**config.mk**
```make
export PLATFORM = sky130hd
export DESIGN_NAME = dmx_light_effect_engine_top
export DESIGN_NICKNAME = d
export VERILOG_FILES = /design/src/rtl/core/dmxfx_pkg.sv /design/src/rtl/core/dmx_light_effect_engine_top.sv
export SDC_FILE = /design/constraint.sdc
export NUM_CORES = 2
export LEC_CHECK = 0
export BUFFER_PORTS_ARGS = -buffer_cell sky130_fd_sc_hd__buf_2
export CORE_UTILIZATION = 45
export CTS_BUF_LIST = sky130_fd_sc_hd__clkbuf_4
export DETAILED_ROUTE_END_ITERATION = 10
export GPL_ROUTABILITY_DRIVEN = 1
export PLACE_DENSITY = 0.68
export SLEW_MARGIN = 5
export SYNTH_ARGS = -nofsm -noshare
export SYNTH_HDL_FRONTEND = slang
export SYNTH_SLANG_ARGS = --single-unit
```
**constraint.sdc**
```tcl
create_clock -name clk -period 9.8 [get_ports clk]
set_clock_uncertainty 0.05 [all_clocks]
set_input_delay 1.47 -clock clk [delete_from_list [all_inputs] [get_ports clk]]
set_output_delay 1.47 -clock clk [all_outputs]
set_load 0.01 [all_outputs]
```
**src/rtl/core/dmxfx_pkg.sv**
```systemverilog
// Package of shared types, codes, constants and the breath intensity table.
package dmxfx_pkg;

  // Channel count and sine table size of this engine.
  localparam int CHANNELS     = 16;
  localparam int CHAN_W       = $clog2(CHANNELS);
  localparam int SLOT_W       = 5;
  localparam int SINE_ENTRIES = 256;
  localparam int SINE_W       = $clog2(SINE_ENTRIES);

  // Effect timing and level constants.
  localparam logic [15:0] FADE_MS     = 16'd30;
  localparam logic [7:0]  FADE_AMOUNT = 8'd15;
  localparam logic [7:0]  RAMP_AMOUNT = 8'd15;
  localparam logic [7:0]  FULL_LEVEL  = 8'd255;

  // Fixed-point constants of the sine series.
  localparam logic [63:0] TWO_PI_Q30 = 64'd6746518852;
  localparam logic [63:0] ONE_Q30    = 64'd1073741824;

  // Operation codes of an input word.
  typedef enum logic [2:0] {
    OP_TICK   = 3'd0,
    OP_LEVEL  = 3'd1,
    OP_WAVE   = 3'd2,
    OP_CHASE  = 3'd3,
    OP_BREATH = 3'd4
  } op_t;

  // Configuration register indexes.
  typedef enum logic [2:0] {
    CFG_FRAME_IV  = 3'd0,
    CFG_WAVE_IV   = 3'd1,
    CFG_CHASE_IV  = 3'd2,
    CFG_BREATH_IV = 3'd3,
    CFG_PHASE_INC = 3'd4,
    CFG_MIN_LEVEL = 3'd5,
    CFG_MAX_LEVEL = 3'd6,
    CFG_MASK      = 3'd7
  } cfg_idx_t;

  // Sequencer states.
  typedef enum logic [2:0] {
    ST_IDLE,
    ST_FRAME,
    ST_WAVE,
    ST_CHASE,
    ST_BREATH,
    ST_BMUL,
    ST_BAPPLY,
    ST_EMIT
  } state_t;

  // Effect activity and fade flags.
  typedef struct packed {
    logic breath_fade;
    logic breath_on;
    logic chase_fade;
    logic chase_on;
    logic wave_fade;
    logic wave_on;
  } effect_flags_t;

  typedef logic [15:0] sine_lut_t [SINE_ENTRIES];

  // Sine of a quarter-turn fraction (0 to 16384 of 65536) in Q30, Taylor series to x^13.
  function automatic logic [63:0] quarter_sine(input logic [31:0] r);
    logic [63:0] theta;
    logic [63:0] th2;
    logic [63:0] sum;
    logic [63:0] term;
    theta = ({32'd0, r} * TWO_PI_Q30) >> 16;
    th2   = (theta * theta) >> 30;
    sum   = theta;
    term  = theta;
    for (int k = 1; k <= 6; k++) begin
      term = (term * th2) >> 30;
      unique case (k)
        1: term = term / 64'd6;
        2: term = term / 64'd20;
        3: term = term / 64'd42;
        4: term = term / 64'd72;
        5: term = term / 64'd110;
        default: term = term / 64'd156;
      endcase
      if (k % 2 == 1) sum = sum - term;
      else sum = sum + term;
    end
    if (sum > ONE_Q30) sum = ONE_Q30;
    return sum;
  endfunction

  // Intensity (sin+1)/2 in Q0.16 for every table index, worked out at elaboration.
  function automatic sine_lut_t build_sine_lut();
    sine_lut_t   lut;
    logic [31:0] t;
    logic [31:0] r;
    logic [63:0] s;
    logic [63:0] v;
    for (int idx = 0; idx < SINE_ENTRIES; idx++) begin
      t = 32'(idx) << (16 - SINE_W);
      r = {18'd0, t[13:0]};
      if (t[14]) r = 32'd16384 - r;
      s = quarter_sine(r);
      if (!t[15]) v = (ONE_Q30 + s + 64'd16384) >> 15;
      else v = (ONE_Q30 - s + 64'd16384) >> 15;
      if (v > 64'd65535) v = 64'd65535;
      lut[idx] = v[15:0];
    end
    return lut;
  endfunction

  localparam sine_lut_t SINE_LUT = build_sine_lut();

endpackage

```
**src/rtl/core/dmx_light_effect_engine_top.sv**
```systemverilog
// Lighting effect engine: wave, chaser and breath effects with fades, and DMX frame output.
//
// A time tick that is due runs a short sequencer and then sends one frame of
// CHANNELS+1 words (start code 0, then each channel level), one word a cycle while the
// output is not stalled. A due tick steps through the frame, wave, chase and breath states
// (and the breath table read and multiply when breath updates) before the first word; the
// time comparisons all go through one shared 32-bit subtract-and-compare unit, one
// comparison a cycle. A tick that is not due goes back to idle after the frame check. The
// input is stalled while a tick is being worked on or its frame is still being sent.
module dmx_light_effect_engine_top
  import dmxfx_pkg::*;
(
  input  logic              clk,
  input  logic              rst,
  input  logic              cfg_write,
  input  logic [2:0]        cfg_index,
  input  logic [15:0]       cfg_data,
  input  logic              in_valid,
  output logic              in_stall,
  input  logic [2:0]        op,
  input  logic [31:0]       now_ms,
  input  logic [3:0]        channel,
  input  logic [7:0]        level,
  output logic              out_valid,
  input  logic              out_stall,
  output logic [SLOT_W-1:0] slot,
  output logic [7:0]        slot_value,
  output logic              last
);

  state_t        state;
  state_t        state_next;
  effect_flags_t flags;

  logic [15:0] frame_iv;
  logic [15:0] wave_iv;
  logic [15:0] chase_iv;
  logic [15:0] breath_iv;
  logic [15:0] phase_inc;
  logic [7:0]  min_level;
  logic [7:0]  max_level;
  logic [15:0] breath_mask;

  logic [7:0]  levels [CHANNELS];
  logic [7:0]  chase_levels [CHANNELS];
  logic [31:0] now_r;
  logic [31:0] frame_last;
  logic [31:0] wave_last;
  logic [31:0] fade_last;
  logic [31:0] chase_last;
  logic [31:0] breath_last;
  logic [CHAN_W-1:0] wave_pos;
  logic [CHAN_W-1:0] chase_pos;
  logic [CHAN_W-1:0] chase_pos_next;
  logic [15:0] breath_phase;
  logic [15:0] intensity;
  logic [23:0] product;
  logic        breath_down;
  logic [SLOT_W-1:0] emit_slot;

  logic [31:0] cmp_last;
  logic [15:0] cmp_limit;
  logic [31:0] elapsed;
  logic        due;
  logic        emit_load;
  logic        any_level;
  logic        any_chase;

  // Shared unit: wrapping elapsed time against the selected interval.
  assign elapsed = now_r - cmp_last;
  assign due     = elapsed >= {16'd0, cmp_limit};

  // Any nonzero level, for ending a fade.
  always_comb begin
    any_level = 1'b0;
    any_chase = 1'b0;
    for (int i = 0; i < CHANNELS; i++) begin
      if (levels[i] != 8'd0) any_level = 1'b1;
      if (chase_levels[i] != 8'd0) any_chase = 1'b1;
    end
  end

  // Chaser position after an optional step.
  always_comb begin
    chase_pos_next = chase_pos;
    if (due) begin
      if (chase_pos == CHAN_W'(CHANNELS - 1)) chase_pos_next = '0;
      else chase_pos_next = chase_pos + 1'b1;
    end
  end

  // Next state.
  always_comb begin
    state_next = state;
    unique case (state)
      ST_IDLE:   if (in_valid && op == OP_TICK) state_next = ST_FRAME;
      ST_FRAME:  state_next = due ? ST_WAVE : ST_IDLE;
      ST_WAVE:   state_next = ST_CHASE;
      ST_CHASE:  state_next = ST_BREATH;
      ST_BREATH: state_next = (flags.breath_on && due) ? ST_BMUL : ST_EMIT;
      ST_BMUL:   state_next = ST_BAPPLY;
      ST_BAPPLY: state_next = ST_EMIT;
      ST_EMIT:   if (emit_load && emit_slot == SLOT_W'(CHANNELS)) state_next = ST_IDLE;
      default:   state_next = ST_IDLE;
    endcase
  end

  // Sequencer outputs: handshake and operand selection of the shared unit.
  always_comb begin
    in_stall  = state != ST_IDLE;
    emit_load = (state == ST_EMIT) && (!out_valid || !out_stall);
    cmp_last  = frame_last;
    cmp_limit = frame_iv;
    unique case (state)
      ST_WAVE: begin
        cmp_last  = flags.wave_on ? wave_last : fade_last;
        cmp_limit = flags.wave_on ? wave_iv : FADE_MS;
      end
      ST_CHASE: begin
        cmp_last  = flags.chase_on ? chase_last : fade_last;
        cmp_limit = flags.chase_on ? chase_iv : FADE_MS;
      end
      ST_BREATH: begin
        cmp_last  = flags.breath_on ? breath_last : fade_last;
        cmp_limit = flags.breath_on ? breath_iv : FADE_MS;
      end
      default: begin
        cmp_last  = frame_last;
        cmp_limit = frame_iv;
      end
    endcase
  end

  // State register.
  always_ff @(posedge clk) begin
    if (rst) state <= ST_IDLE;
    else state <= state_next;
  end

  // Configuration registers.
  always_ff @(posedge clk) begin
    if (rst) begin
      frame_iv    <= 16'd30;
      wave_iv     <= 16'd100;
      chase_iv    <= 16'd100;
      breath_iv   <= 16'd30;
      phase_inc   <= 16'd522;
      min_level   <= 8'd10;
      max_level   <= 8'd255;
      breath_mask <= 16'd0;
    end else if (cfg_write) begin
      unique case (cfg_idx_t'(cfg_index))
        CFG_FRAME_IV:  frame_iv    <= cfg_data;
        CFG_WAVE_IV:   wave_iv     <= cfg_data;
        CFG_CHASE_IV:  chase_iv    <= cfg_data;
        CFG_BREATH_IV: breath_iv   <= cfg_data;
        CFG_PHASE_INC: phase_inc   <= cfg_data;
        CFG_MIN_LEVEL: min_level   <= cfg_data[7:0];
        CFG_MAX_LEVEL: max_level   <= cfg_data[7:0];
        CFG_MASK:      breath_mask <= cfg_data;
        default:       breath_mask <= breath_mask;
      endcase
    end
  end

  // Breath datapath: table read, then multiply, registered apart.
  always_ff @(posedge clk) begin
    if (state == ST_BREATH) begin
      intensity   <= SINE_LUT[breath_phase[15 -: SINE_W]];
    end
    if (state == ST_BMUL) begin
      breath_down <= max_level < min_level;
      product     <= {8'd0, intensity} *
                     {16'd0, ((max_level >= min_level) ? (max_level - min_level)
                                                       : (min_level - max_level))};
    end
  end

  // Effect state, channel levels and timers.
  always_ff @(posedge clk) begin
    if (rst) begin
      flags        <= '0;
      frame_last   <= '0;
      wave_last    <= '0;
      fade_last    <= '0;
      chase_last   <= '0;
      breath_last  <= '0;
      wave_pos     <= '0;
      chase_pos    <= '0;
      breath_phase <= '0;
      for (int i = 0; i < CHANNELS; i++) begin
        levels[i]       <= 8'd0;
        chase_levels[i] <= 8'd0;
      end
    end else begin
      unique case (state)
        ST_IDLE: begin
          if (in_valid) begin
            now_r <= now_ms;
            unique case (op)
              OP_LEVEL: levels[channel[CHAN_W-1:0]] <= level;
              OP_WAVE: begin
                if (flags.wave_on) flags.wave_fade <= 1'b1;
                flags.wave_on <= !flags.wave_on;
              end
              OP_CHASE: begin
                if (flags.chase_on) flags.chase_fade <= 1'b1;
                flags.chase_on <= !flags.chase_on;
              end
              OP_BREATH: begin
                if (flags.breath_on) flags.breath_fade <= 1'b1;
                flags.breath_on <= !flags.breath_on;
              end
              default: ;
            endcase
          end
        end
        ST_FRAME: if (due) frame_last <= now_r;
        ST_WAVE: begin
          if (flags.wave_on) begin
            flags.wave_fade <= 1'b0;
            if (due) begin
              wave_last <= now_r;
              for (int i = 0; i < CHANNELS; i++) begin
                levels[i] <= (wave_pos == CHAN_W'(i - 1) ||
                              (i == 0 && wave_pos == CHAN_W'(CHANNELS - 1)))
                             ? FULL_LEVEL : 8'd0;
              end
              wave_pos <= (wave_pos == CHAN_W'(CHANNELS - 1)) ? '0 : wave_pos + 1'b1;
            end
          end else if (flags.wave_fade && due) begin
            fade_last <= now_r;
            if (!any_level) flags.wave_fade <= 1'b0;
            for (int i = 0; i < CHANNELS; i++) begin
              levels[i] <= (levels[i] > FADE_AMOUNT) ? levels[i] - FADE_AMOUNT : 8'd0;
            end
          end
        end
        ST_CHASE: begin
          if (flags.chase_on) begin
            flags.chase_fade <= 1'b0;
            if (due) chase_last <= now_r;
            chase_pos <= chase_pos_next;
            for (int i = 0; i < CHANNELS; i++) begin
              if (chase_pos_next == CHAN_W'(i)) begin
                chase_levels[i] <= (chase_levels[i] > FULL_LEVEL - RAMP_AMOUNT)
                                   ? FULL_LEVEL : chase_levels[i] + RAMP_AMOUNT;
                levels[i]       <= (chase_levels[i] > FULL_LEVEL - RAMP_AMOUNT)
                                   ? FULL_LEVEL : chase_levels[i] + RAMP_AMOUNT;
              end else begin
                chase_levels[i] <= (chase_levels[i] > RAMP_AMOUNT)
                                   ? chase_levels[i] - RAMP_AMOUNT : 8'd0;
                levels[i]       <= (chase_levels[i] > RAMP_AMOUNT)
                                   ? chase_levels[i] - RAMP_AMOUNT : 8'd0;
              end
            end
          end else if (flags.chase_fade && due) begin
            fade_last <= now_r;
            if (!any_chase) flags.chase_fade <= 1'b0;
            for (int i = 0; i < CHANNELS; i++) begin
              if (chase_levels[i] != 8'd0) begin
                chase_levels[i] <= (chase_levels[i] > RAMP_AMOUNT)
                                   ? chase_levels[i] - RAMP_AMOUNT : 8'd0;
                levels[i]       <= (chase_levels[i] > RAMP_AMOUNT)
                                   ? chase_levels[i] - RAMP_AMOUNT : 8'd0;
              end
            end
          end
        end
        ST_BREATH: begin
          if (flags.breath_on) begin
            flags.breath_fade <= 1'b0;
            if (due) breath_last <= now_r;
          end else if (flags.breath_fade && due) begin
            fade_last <= now_r;
            if (!any_level) flags.breath_fade <= 1'b0;
            for (int i = 0; i < CHANNELS; i++) begin
              levels[i] <= (levels[i] > FADE_AMOUNT) ? levels[i] - FADE_AMOUNT : 8'd0;
            end
          end
        end
        ST_BAPPLY: begin
          for (int i = 0; i < CHANNELS && i < 16; i++) begin
            if (breath_mask[i]) begin
              levels[i] <= breath_down ? min_level - product[23:16]
                                       : min_level + product[23:16];
            end
          end
          breath_phase <= breath_phase + phase_inc;
        end
        default: frame_last <= frame_last;
      endcase
    end
  end

  // Output register: one frame word a cycle while the far side takes them.
  always_ff @(posedge clk) begin
    if (rst) begin
      out_valid <= 1'b0;
      emit_slot <= '0;
    end else begin
      if (state == ST_FRAME) emit_slot <= '0;
      if (emit_load) begin
        out_valid  <= 1'b1;
        slot       <= emit_slot;
        slot_value <= (emit_slot == '0) ? 8'd0 : levels[CHAN_W'(emit_slot - 1'b1)];
        last       <= emit_slot == SLOT_W'(CHANNELS);
        emit_slot  <= emit_slot + 1'b1;
      end else if (out_valid && !out_stall) begin
        out_valid <= 1'b0;
      end
    end
  end

  // The final word of a frame is the one with the highest slot.
  assert property (@(posedge clk) disable iff (rst)
    out_valid |-> (last == (slot == SLOT_W'(CHANNELS))))
    else $error("last flag does not match the final slot");

  // Inside a frame the next word follows at once.
  assert property (@(posedge clk) disable iff (rst)
    (out_valid && !out_stall && !last) |=> (out_valid && slot == $past(slot) + 1'b1))
    else $error("frame words are not sent back to back");

  // The start code is always zero.
  assert property (@(posedge clk) disable iff (rst)
    (out_valid && slot == '0) |-> (slot_value == 8'd0))
    else $error("start code is not zero");

  // An active effect has had its fade flag cleared by the time the frame goes out.
  assert property (@(posedge clk) disable iff (rst)
    (state == ST_EMIT) |-> !(flags.wave_on && flags.wave_fade) &&
                           !(flags.chase_on && flags.chase_fade) &&
                           !(flags.breath_on && flags.breath_fade))
    else $error("active effect still marked as fading");

endmodule

```
==> flow_metrics.py <==
metrics = {
    "setup_path": {
        "arrival_ns": 9.14,
        "worst_setup_path_start_kind": "flop",
        "cp_max_fo": 65,
        "cp.required_ns": 10.44,
        "setup.worst_path.class": "reg -> reg",
        "endpoint_kind": "flop",
        "reg2reg_depth": 26,
    },
    "synth": {
        "synth.cell_area_um2": 53200,
        "yosysWarnings": 0,
        "netlist_top_cells_count": "nand2_1, a21oi_1, nor2_1",
        "syn_nets": 7195,
        "synth_edf_count": 327,
        "yosys.area.top_type": "edfxtp_1",
        "async_flop_share": 0,
        "synth.area.top_cells": "edfxtp_1, dfxtp_1, nand2_1, a21oi_1, ha_1",
        "synth_most_common_cell": "nand2_1",
        "ys_seq_elements": 638,
        "ys.flop_type": "edfxtp_1",
        "ys_types": 100,
        "netlist_instances": 6813,
        "ys_seq_area_frac": 0.301,
        "syn_avg_cell_area_um2": 7.82,
        "yosysTopAreaCellShare": 0.184,
    },
    "final_layout": {
        "final_area_um2": 57200,
        "layout.nets": 7089,
        "seqCellArea_um2": 16100,
        "stdcell_count": 8384,
        "syn2layout_area_growth_pct": 7.48,
        "multiInputGateArea_um2": 34600,
        "drive_gt1_frac": 0.100,
        "fillers": 11500,
    },
    "pwr": {
        "power_frac_comb": 0.338,
        "vdd_drop_max_v": 0.000146,
        "clock_power_share": 0.298,
        "p_sw_frac": 0.374,
        "p_leak_nw": 20.9,
        "seq_power_share": 0.364,
        "total_power_mw": 8.74,
        "power_density_nw_per_um2": 153,
        "switchingPower_mw": 3.27,
        "p_int_mw": 5.47,
    },
    "drt": {
        "drt_wl_total_mm": 205,
        "drtPass1Iterations": 11,
        "first_iter_violations": 8015,
        "via_per_inst": 6.58,
        "dr_total_vias": 55100,
        "avgRoutedWirePerCell_um": 24.4,
        "drc": 3,
        "ant_nets": 0,
    },
    "clock_network": {
        "ctsResizeCount": 0,
        "clk_latency_ns": 1.14,
        "cts_htree_levels": 4,
        "clkSinkCount": 638,
        "cts_hold_buffers": 0,
        "post_cts_buffers": 0,
        "cts.clk_slew.worst_paths_ns": 0.07,
        "cts_buffers": 181,
        "cts_tree": "done",
        "root_buffer": "clkbuf_4",
        "clk_path_buf_depth": 3,
    },
    "sta": {
        "setup_tns_ns": 0,
        "finalHoldViolations": 0,
        "setup_viol_count_final": 0,
        "period_share": 0.868,
        "timing.fmax_mhz": 118,
        "worst_pin_slew_ns": 1.46,
        "fin_ws_ns": 1.29,
        "post-route-min-period_ns": 8.51,
        "finalMaxSlewViolations": 0,
        "rsz0062_at_grt": "false",
        "slew_headroom": 0.0171,
    },
    "floorplanning": {
        "coreArea_um2": 117000,
        "dieHeight_um": 346,
        "ios": 87,
        "die_x_um": 346,
        "die_area_um2": 120000,
        "rows": 125,
        "start_util": 0.456,
    },
    "placement": {
        "port_buffers": 86,
        "post-place-ws_ns": 1.43,
        "gp_congestion": 1.07,
        "placed_cells": 8048,
        "placed_cell_area_um2": 54800,
        "hpwlAfterDp_mm": 142,
    },
    "global_route": {
        "grt_max_degree": 95,
        "grt_pass1_vias": 50900,
        "grt_pass1_wl_mm": 308,
        "antenna_found_initial": 20,
        "grt_usage": 0.329,
        "grt-ovfl-total": 0,
    },
    "flow_run": {
        "cap_violations": 0,
    },
    "worst_hold_path": {
        "hold_class": "reg -> reg",
        "hold_path_depth": 2,
    },
    "status": {
        "violations": "DRC",
        "outcome": "finished with violations",
    },
}
## power by group through the flow
stage / combinational, mW / sequential (mW) / clock, mW
6_report: 2.96 / 3.18 / 2.60
5_1_grt: 3.34 / 3.20 / 2.77
4_1_cts: 2.93 / 3.17 / 2.64
3_3_place_gp: 2.85 / 3.23 / 0
3_5_place_dp: 2.91 / 3.23 / 0
2_1_floorplan: 2.24 / 3.13 / 0
## final cells by class
| cell class | instances | share of cell area |
|---|---|---|
| well taps | 1524 | 0.0333 |
| multi-input cells | 5440 | 0.605 |
| inverters | 241 | 0.0158 |
| diodes | 11 | 0.000481 |
| clock buffers | 264 | 0.0346 |
| clock inverters | 61 | 0.00689 |
| flip-flops and latches | 638 | 0.281 |
| repair buffers | 205 | 0.0235 |
## final timing paths
| kind | start | to | slack, ns |
|---|---|---|---|
| hold / removal | frame_iv[8]$_SDFFE_PP0P_ | frame_iv[8]$_SDFFE_PP0P_ | 0.40 |
| setup reg to reg | state[0]$_SDFFE_PP0P_ | levels[0][7]$_DFFE_PP_ | 1.29 |
| setup / recovery | state[0]$_SDFFE_PP0P_ | levels[0][7]$_DFFE_PP_ | 1.29 |
| hold reg to reg | frame_iv[8]$_SDFFE_PP0P_ | frame_iv[8]$_SDFFE_PP0P_ | 0.40 |
## cell usage in the layout (no fill, tap or decap), types with 40 or more instances in the layout
cell / netlist / final
o211ai_1: 81 / 81
buf_2: 44 / 85
a222oi_1: 76 / 76
buf_4: 6 / 118
o22ai_1: 62 / 61
xnor2_1: 140 / 137
mux2i_1: 108 / 108
o31ai_1: 64 / 64
dfxtp_1: 311 / 306
nand2_1: 1075 / 1075
nand4_1: 67 / 67
inv_1: 239 / 239
nand2b_1: 103 / 102
nor3_1: 173 / 170
nand3_1: 258 / 258
nor3b_1: 41 / 40
edfxtp_1: 327 / 327
a21o_1: 45 / 45
o21ai_0: 420 / 420
nor4_1: 52 / 51
a21oi_1: 660 / 659
xor2_1: 123 / 119
and2_1: 70 / 69
clkbuf_4: 0 / 264
nor2b_1: 85 / 85
a211oi_1: 85 / 85
a31oi_1: 58 / 58
nor2_1: 596 / 584
fa_1: 88 / 88
ha_1: 223 / 223
## metal layers
layer,up-vias,track usage,share of wire
li1,24700,-,-
met3,846,0.0812,0.12
met5,-,0,0.00011
met1,25900,0.427,0.38
met4,4,0.187,0.064
met2,3660,0.497,0.43
## per-stage QoR
stage,utilization,hold WS (ns)
floorplan,-,0.356
global placement,0.470,0.388
detailed placement,0.470,0.393
CTS,0.490,0.336
global route,0.490,0.384
finish,0.490,0.401
## registers in the layout (all words and copies together), names as in the netlist, 6 cells and up
| signal | cells |
|---|---|
| chase_iv | 16 |
| min_level | 8 |
| breath_mask | 16 |
| chase_last | 32 |
| product | 8 |
| fade_last | 32 |
| now_r | 32 |
| slot_value | 8 |
| chase_levels | 128 |
| flags | 6 |
| breath_last | 32 |
| frame_iv | 16 |
| max_level | 8 |
| frame_last | 32 |
| phase_inc | 16 |
| levels | 128 |
| intensity | 16 |
| breath_iv | 16 |
| wave_last | 32 |
| wave_iv | 16 |
| breath_phase | 16 |
## cell families (layout without fill, tap and decap cells)
logic type | Yosys count | after routing | synth area share
adders and majority gates | 311 | 311 | 0.0855
and+or+nand+nor | 2691 | 2691 | 0.231
buffers and inverters | 735 | 771 | 0.0537
AOI/OAI and AO/OA | 1992 | 1992 | 0.241
other | 0 | 11 | 0
xor gates and xnor gates | 263 | 263 | 0.0433
muxes | 183 | 183 | 0.0440
DFF | 638 | 638 | 0.301
## worst max-delay path: stages (launching register included)
cell,delay [ns]
dfxtp_1,0.74
nand2_1,0.13
or2_2,0.35
o22ai_4,0.51
nand2_1,0.12
a31oi_1,0.20
ha_1,0.19
inv_1,0.07
fa_1,0.46
a211oi_1,0.26
o21ai_0,0.26
o21ai_2,0.31
nand2_1,0.10
xor2_1,0.16
ha_1,0.30
a211oi_1,0.27
a211o_1,0.17
a31oi_1,0.04
nor4_1,0.26
nand4_1,0.11
nand4b_1,0.36
a211oi_4,0.63
buf_12,0.42
mux2i_1,0.57
nor2_1,0.14
nor2_1,0.33
nand4_1,0.51
Note: power is estimated with default switching activity, not from simulation.
